--- src/assert_macros.svh ---
// ----------------------------------------------------------------------------
// assert_macros.svh
// Concurrent assertion helpers, compiled out when ASSERT_OFF is set.
// ----------------------------------------------------------------------------
`ifndef ASSERT_MACROS_SVH
`define ASSERT_MACROS_SVH

`ifndef ASSERT_OFF
`define ASSERT_IMPLIES(label, clk, rst, ante, cons) \
  label: assert property (@(posedge clk) disable iff (rst) (ante) |-> (cons)) \
    else $error("assertion failed");
`define ASSERT_NEXT(label, clk, rst, ante, cons) \
  label: assert property (@(posedge clk) disable iff (rst) (ante) |=> (cons)) \
    else $error("assertion failed");
`define ASSERT_NEVER(label, clk, rst, cond) \
  label: assert property (@(posedge clk) disable iff (rst) !(cond)) \
    else $error("assertion failed");
`else
`define ASSERT_IMPLIES(label, clk, rst, ante, cons)
`define ASSERT_NEXT(label, clk, rst, ante, cons)
`define ASSERT_NEVER(label, clk, rst, cond)
`endif

`endif

--- src/tlfp_pkg.sv ---
`timescale 1ns / 1ps
// ----------------------------------------------------------------------------
// tlfp_pkg
// Types and fixed constants of the tag list frame parser.
// ----------------------------------------------------------------------------
package tlfp_pkg;

  localparam int unsigned COUNT_AT     = 4;
  localparam int unsigned RECORDS_AT   = 5;
  localparam int unsigned CRC_BYTES    = 2;
  localparam int unsigned HEADER_BYTES = 1;

  localparam int unsigned REC_POS_W = 4;
  localparam int unsigned REC_IDX_W = 5;
  localparam int unsigned EXP_W     = 10;

  localparam logic KIND_TAG     = 1'b0;
  localparam logic KIND_VERDICT = 1'b1;

  localparam logic [2:0] ST_OK        = 3'd0;
  localparam logic [2:0] ST_SHORT     = 3'd1;
  localparam logic [2:0] ST_LONG      = 3'd2;
  localparam logic [2:0] ST_LEN_BYTE  = 3'd3;
  localparam logic [2:0] ST_TOO_MANY  = 3'd4;
  localparam logic [2:0] ST_COUNT_LEN = 3'd5;
  localparam logic [2:0] ST_BAD_REC   = 3'd6;

  typedef struct packed {
    logic [7:0] data_byte;
    logic       frame_end;
  } in_word_t;

  typedef struct packed {
    logic       result_kind;
    logic [3:0] tag_slot;
    logic [3:0] byte_slot;
    logic [7:0] tag_byte;
    logic [2:0] status;
    logic [4:0] num_tags;
  } out_word_t;

endpackage

--- src/tag_list_frame_parser_unit.sv ---
`timescale 1ns / 1ps
// ----------------------------------------------------------------------------
// tag_list_frame_parser_unit
// Checks a reader response frame one byte per word, emits tag bytes and a
// verdict on the last byte.
// ----------------------------------------------------------------------------
// Latency: a result is valid in the cycle after its byte is accepted.
// Throughput: one byte per cycle unless a held result stalls in_ready; the result register frees as it is taken.
// Reset (rst, synchronous): clears frame counters, flags and out_valid.
`include "assert_macros.svh"

module tag_list_frame_parser_unit #(
  parameter int unsigned TAG_RAW_LEN    = 12,
  parameter int unsigned TAG_UPLOAD_LEN = 12,
  parameter int unsigned MAX_TAGS       = 16,
  parameter int unsigned MAX_FRAME_LEN  = 256
) (
  input  logic                 clk,
  input  logic                 rst,
  input  logic                 in_valid,
  output logic                 in_ready,
  input  tlfp_pkg::in_word_t   in_word,
  output logic                 out_valid,
  input  logic                 out_ready,
  output tlfp_pkg::out_word_t  out_word
);
  import tlfp_pkg::*;

  localparam int unsigned POS_W     = $clog2(MAX_FRAME_LEN + 2);
  localparam int unsigned REC_BYTES = HEADER_BYTES + TAG_RAW_LEN;

  logic [POS_W-1:0]     frame_position, frame_position_next;
  logic [7:0]           declared_length, declared_length_next;
  logic [7:0]           count_seen, count_seen_next;
  logic [REC_POS_W-1:0] record_position, record_position_next;
  logic [REC_IDX_W-1:0] record_index, record_index_next;
  logic                 record_error, record_error_next;

  logic      fire;
  logic      walk;
  logic      emit;
  logic      produce;
  logic [POS_W-1:0] pos_inc;
  logic [7:0]       dl_now;
  logic [7:0]       cnt_now;
  logic             err_now;
  logic [EXP_W-1:0] expected;
  logic [2:0]       verdict;
  out_word_t        result;

  assign in_ready = !out_valid || out_ready;
  assign fire     = in_valid && in_ready;

  always_comb begin
    dl_now  = (frame_position == '0) ? in_word.data_byte : declared_length;
    cnt_now = (frame_position == POS_W'(COUNT_AT)) ? in_word.data_byte : count_seen;
    walk = (frame_position >= POS_W'(RECORDS_AT))
        && ({3'b000, record_index} < cnt_now)
        && (record_index < REC_IDX_W'(MAX_TAGS));
    emit = 1'b0;
    err_now = record_error;
    record_position_next = record_position;
    record_index_next    = record_index;
    if (walk) begin
      if (record_position == '0) begin
        if (in_word.data_byte != 8'(TAG_RAW_LEN)) err_now = 1'b1;
      end else if ((record_position - 1'b1) < REC_POS_W'(TAG_UPLOAD_LEN)) begin
        emit = 1'b1;
      end
      if (record_position >= REC_POS_W'(TAG_RAW_LEN)) begin
        record_position_next = '0;
        record_index_next    = record_index + 1'b1;
      end else begin
        record_position_next = record_position + 1'b1;
      end
    end
    pos_inc = (frame_position <= POS_W'(MAX_FRAME_LEN)) ? frame_position + 1'b1
                                                        : frame_position;
  end

  // expected length only matters once the count is within MAX_TAGS
  assign expected = EXP_W'(RECORDS_AT + CRC_BYTES)
                  + EXP_W'(cnt_now[4:0]) * EXP_W'(REC_BYTES);

  always_comb begin
    if (pos_inc < POS_W'(RECORDS_AT + CRC_BYTES)) verdict = ST_SHORT;
    else if (EXP_W'(pos_inc) > EXP_W'(MAX_FRAME_LEN)) verdict = ST_LONG;
    else if (EXP_W'(dl_now) + 1'b1 != EXP_W'(pos_inc)) verdict = ST_LEN_BYTE;
    else if (cnt_now > 8'(MAX_TAGS)) verdict = ST_TOO_MANY;
    else if (EXP_W'(pos_inc) != expected) verdict = ST_COUNT_LEN;
    else if (err_now) verdict = ST_BAD_REC;
    else verdict = ST_OK;
  end

  always_comb begin
    result = '0;
    if (in_word.frame_end) begin
      result.result_kind = KIND_VERDICT;
      result.status      = verdict;
      result.num_tags    = (cnt_now > 8'd31) ? 5'd31 : cnt_now[4:0];
    end else begin
      result.result_kind = KIND_TAG;
      result.tag_slot    = record_index[3:0];
      result.byte_slot   = record_position - 1'b1;
      result.tag_byte    = in_word.data_byte;
    end
    produce = in_word.frame_end || emit;
  end

  always_comb begin
    if (in_word.frame_end) begin
      frame_position_next  = '0;
      declared_length_next = '0;
      count_seen_next      = '0;
      record_error_next    = 1'b0;
    end else begin
      frame_position_next  = pos_inc;
      declared_length_next = dl_now;
      count_seen_next      = cnt_now;
      record_error_next    = err_now;
    end
  end

  always_ff @(posedge clk) begin
    if (rst) begin
      frame_position  <= '0;
      declared_length <= '0;
      count_seen      <= '0;
      record_position <= '0;
      record_index    <= '0;
      record_error    <= 1'b0;
      out_valid       <= 1'b0;
    end else begin
      if (fire) begin
        frame_position  <= frame_position_next;
        declared_length <= declared_length_next;
        count_seen      <= count_seen_next;
        record_error    <= record_error_next;
        record_position <= in_word.frame_end ? '0 : record_position_next;
        record_index    <= in_word.frame_end ? '0 : record_index_next;
        out_valid       <= produce;
      end else if (out_ready) begin
        out_valid <= 1'b0;
      end
    end
  end

  always_ff @(posedge clk) begin
    if (fire && produce) begin
      out_word <= result;
    end
  end

  `ASSERT_NEVER(a_rec_pos_range, clk, rst, record_position > REC_POS_W'(TAG_RAW_LEN))
  `ASSERT_NEVER(a_rec_idx_range, clk, rst, record_index > REC_IDX_W'(MAX_TAGS))
  `ASSERT_NEVER(a_pos_range, clk, rst, frame_position > POS_W'(MAX_FRAME_LEN + 1))
  `ASSERT_NEXT(a_frame_clear, clk, rst, fire && in_word.frame_end,
    frame_position == '0 && record_index == '0 && !record_error)
  `ASSERT_IMPLIES(a_verdict_clean, clk, rst,
    out_valid && out_word.result_kind == KIND_VERDICT,
    out_word.tag_slot == '0 && out_word.byte_slot == '0 && out_word.tag_byte == '0)

endmodule

--- config.mk ---
export PLATFORM = sky130hd
export DESIGN_NAME = tag_list_frame_parser_unit
export DESIGN_NICKNAME = d
export VERILOG_FILES = /design/src/tlfp_pkg.sv /design/src/tag_list_frame_parser_unit.sv
export VERILOG_INCLUDE_DIRS = /design/src /design/src/src
export SDC_FILE = /design/constraint.sdc
export NUM_CORES = 1
export LEC_CHECK = 0
export ABC_CLOCK_PERIOD_IN_PS = 15000
export BUFFER_PORTS_ARGS = -buffer_cell sky130_fd_sc_hd__buf_2
export CORE_ASPECT_RATIO = 0.7
export CORE_MARGIN = 2
export CORE_UTILIZATION = 60
export DETAILED_ROUTE_END_ITERATION = 8
export HOLD_SLACK_MARGIN = 0.02
export PLACE_DENSITY = 0.8
export RECOVER_POWER = 25
export SYNTH_ARGS = -nofsm -noshare
export SYNTH_HDL_FRONTEND = slang
export SYNTH_SLANG_ARGS = --single-unit
--- constraint.sdc ---
create_clock -name clk -period 15 [get_ports clk]
set_input_delay 1.5 -clock clk [delete_from_list [all_inputs] [get_ports clk]]
set_output_delay 1.5 -clock clk [all_outputs]
set_load 0.03 [all_outputs]
==> results.md <==
- Commonest non-fill, non-tap cell in the layout: nor2_1
- PortBufs: 39
- # clock sinks: 61
- Worst-case clock skew: 7.596 ps
- DR WL/cell: 18.51 µm
- Number of global-route vias before repair: 3,406
- First-pass GRT wire length: 17,970 µm
- Total power draw: 391.9 µW
- Hold path cells: 2
- Synthesized-area fraction occupied by ao, oa, aoi and oai cells: 15.23%
- FMAX: 163.2 MHz
- Min Clock Period, post-route: 6128 ps
- Largest family of logic cells by synthesized area: simple AND/OR/NAND/NOR gates
- HP Class: flop to flop
- R2r endpoint: out_word[5]
- R2R Setup Slk: 8870 ps
- Distinct cell type count after synthesis: 68
- Worst-Margin Slew: 1589 ps
- H-tree levels: 3
- Die Ht: 74.81 µm
- I/O pins: 40
- Post-Synth Simple-Gate Area: 22.65%
- Layout area overhead: 9.607%
- Yosys reg bits: 61
- Starting density of the core: 62.74%
- Die area: 7867 µm²
- Total gr overflow: 0
- Post-CTS setup buffer count: 0
- Required time worst endpoint: 15,110 ps
- Post-synthesis cell area: 4298 µm²
- Hold buffer count at cts: 0
- Mean Syn Cell Area: 8.880 µm²
- Synth area leader: edfxtp_1
- Mux share of post-synthesis cell area: 4.629%
- Fin crit share: 40.85%
- Most frequent cells in the layout: nor2_1 (54), dfxtp_1 (36), nand2_1 (33)
- Final WL: 11,260 µm
- Peak supply drop: 0.04923 mV
- Crit path max fanout: 13
- Failing checks: max-capacitance violations, max-slew violations
- Core region area: 6850 µm²
- Critical Path AT: 6240 ps
- Max Slew Vio Count: 33
- FP Rows: 25
- Initial antenna violation count: 0
- Via total after detailed routing: 3,824
- Clock-pin slew on the worst setup and hold paths: 80 ps
- FF-to-FF path depth: 16
- Final setup viols: 0
- Fraction of layout instances using a drive strength above 1: 12.65%
- Worst-skew pair later-pin latency: 350 ps
- HPWL after detailed placement: 7864 µm
- WS Path Type: flop to flop
- Die X: 105.2 µm
- Max-cap violations: 1
- Pwr/cell area: 83.20 nW/µm²
- Synth area leaders: edfxtp_1 (17%), dfxtp_1 (17%), ha_1 (8.7%)
- Final core utilization: 68.77%
- Worst hold endpoint: count_seen[6]
- Top_reg_cell synth: dfxtp_1
- RR Startpoint: frame_position[3]
- Via density: 6.289
- Clock buffer depth: 2
- Post-Synthesis Cells: 484
- CP startpoint kind: flop
- Lkg Pwr: 0.001900 µW
- Antenna Nets Post-Route: 0
- Synth Area in XOR/XNOR: 9.316%
- RSZ-0062 raised after global routing: no
- Drt first pass iters: 7
- Worst setup EP type: flop
- CTS tree: done
- DRC marker count from the first detailed-route iteration: 434
- Tot GR Track Use: 29.72%
- Cts repair resizes: 0
- # diodes: 0
- CTS buffer count: 9
- Status: finished, violations left
- NumNets Final: 554
- Pin count of the biggest net entering global routing: 33
- Yosys top cell area share: 17.47%
- Filler Cell Count: 556
- Routability congestion estimate: 0.9448
- Async S/R FF share, synth: 0%
- Post-Synth Adder-Cell Area: 9.665%
- CTS Root Cell: clkbuf_8
- Relative slew slack: -5.925%
- Final hold vios: 0
- Seq/Total Area, Yosys: 34.24%
- Syn. warnings: 0
- Setup TNS: 0 ps
- Post-Syn Nets: 529
- Drt drc: 0
- Number of flops mapped to enable cells by yosys: 25
- Hold Crit Start: count_seen[6]
-- worst max-delay path, stage by stage (launching register included) --
cell and delay (ps):
dfxtp_1 430, or4_4 640, nor4_4 840, mux2i_1 800
inv_1 190, ha_1 340, fa_1 370, ha_1 190
ha_1 330, a21o_1 170, a21oi_1 200, o21ai_0 140
a211oi_1 250, o2111ai_1 210, nor4b_2 330, a21oi_1 110
o311a_1 330
-- flip-flops by register name, summed over array words and instances, names as in the netlist --
register / cells
count_seen: 8
declared_length: 8
frame_position: 9
out_valid: 1
out_word: 25
record_error: 1
record_index: 5
record_position: 4
-- cell families (layout without fill, tap and decap cells) --
family | Yosys count | count (layout)
compound gates | 97 | 97
fa+ha+maj | 32 | 32
mux | 19 | 19
simple gates | 187 | 187
buf+inv | 44 | 74
xor+xnor | 44 | 44
flops | 61 | 61
-- synthesized netlist by cell type, types with 4 or more instances --
| master | count |
|---|---|
| nand3_1 | 23 |
| edfxtp_1 | 25 |
| nand4b_1 | 4 |
| nand4_1 | 8 |
| xnor2_1 | 30 |
| mux2i_1 | 15 |
| a21oi_1 | 31 |
| nand2b_1 | 7 |
| a31oi_1 | 5 |
| and3_1 | 7 |
| xor2_1 | 12 |
| clkbuf_1 | 19 |
| a22oi_1 | 12 |
| inv_1 | 17 |
| a21o_1 | 4 |
| nor2b_1 | 14 |
| ha_1 | 30 |
| dfxtp_1 | 36 |
| nor3_1 | 15 |
| nor2_1 | 55 |
| nand2_1 | 33 |
| o21ai_0 | 15 |
-- how the worst max path moves through the flow --
stage                      startpoint           to  slack (ps)  cells after the start
finish              frame_position[3]  out_word[5]        8870                     16
global route        frame_position[0]  out_word[5]        8480                     18
detailed placement  frame_position[3]  out_word[5]        8960                     16
floorplan                  in_word[2]  out_word[5]        9880                     14
global placement    frame_position[3]  out_word[5]        9210                     16
CTS                 frame_position[3]  out_word[5]        8950                     16
-- power breakdown --
part	internal [µW]	total [µW]	switching [µW]	leakage [µW]
sequential	177	179	2.62	0.000530
clock	94.0	166	72.3	0.000106
combinational	14.2	46.3	32.1	0.00126
total	285	392	107	0.00190
-- per-layer routing --
layer | GRT usage (%) | share of wire [%] | vias to the layer above
li1 | - | - | 1790
met5 | 0 | 0 | -
met2 | 46.83 | 44 | 201
met4 | 8.000 | 1.3 | 0
met3 | 6.061 | 9.6 | 18
met1 | 42.35 | 45 | 1815
-- final cells by class --
| cell class | count | area (µm²) | share of cell area [%] |
|---|---|---|---|
| inverters | 18 | 67.56 | 1.434 |
| clock buffers | 9 | 123.9 | 2.629 |
| well taps | 94 | 117.6 | 2.497 |
| clock inverters | 7 | 97.59 | 2.072 |
| flip-flops and latches | 61 | 1471 | 31.24 |
| repair buffers | 40 | 187.7 | 3.984 |
| multi-input cells | 379 | 2645 | 56.15 |
-- per-stage QoR --
stage	area (µm²)	instances	setup WS, ps	hold WS, ps
floorplan	4298	484	9877	431.6
global placement	4504	592	9206	443.9
detailed placement	4504	592	8959	448.2
CTS	4726	608	8950	457.6
global route	4711	608	8475	479.3
finish	4711	608	8872	461.8
No activity file was read; power rests on OpenSTA's default activity.
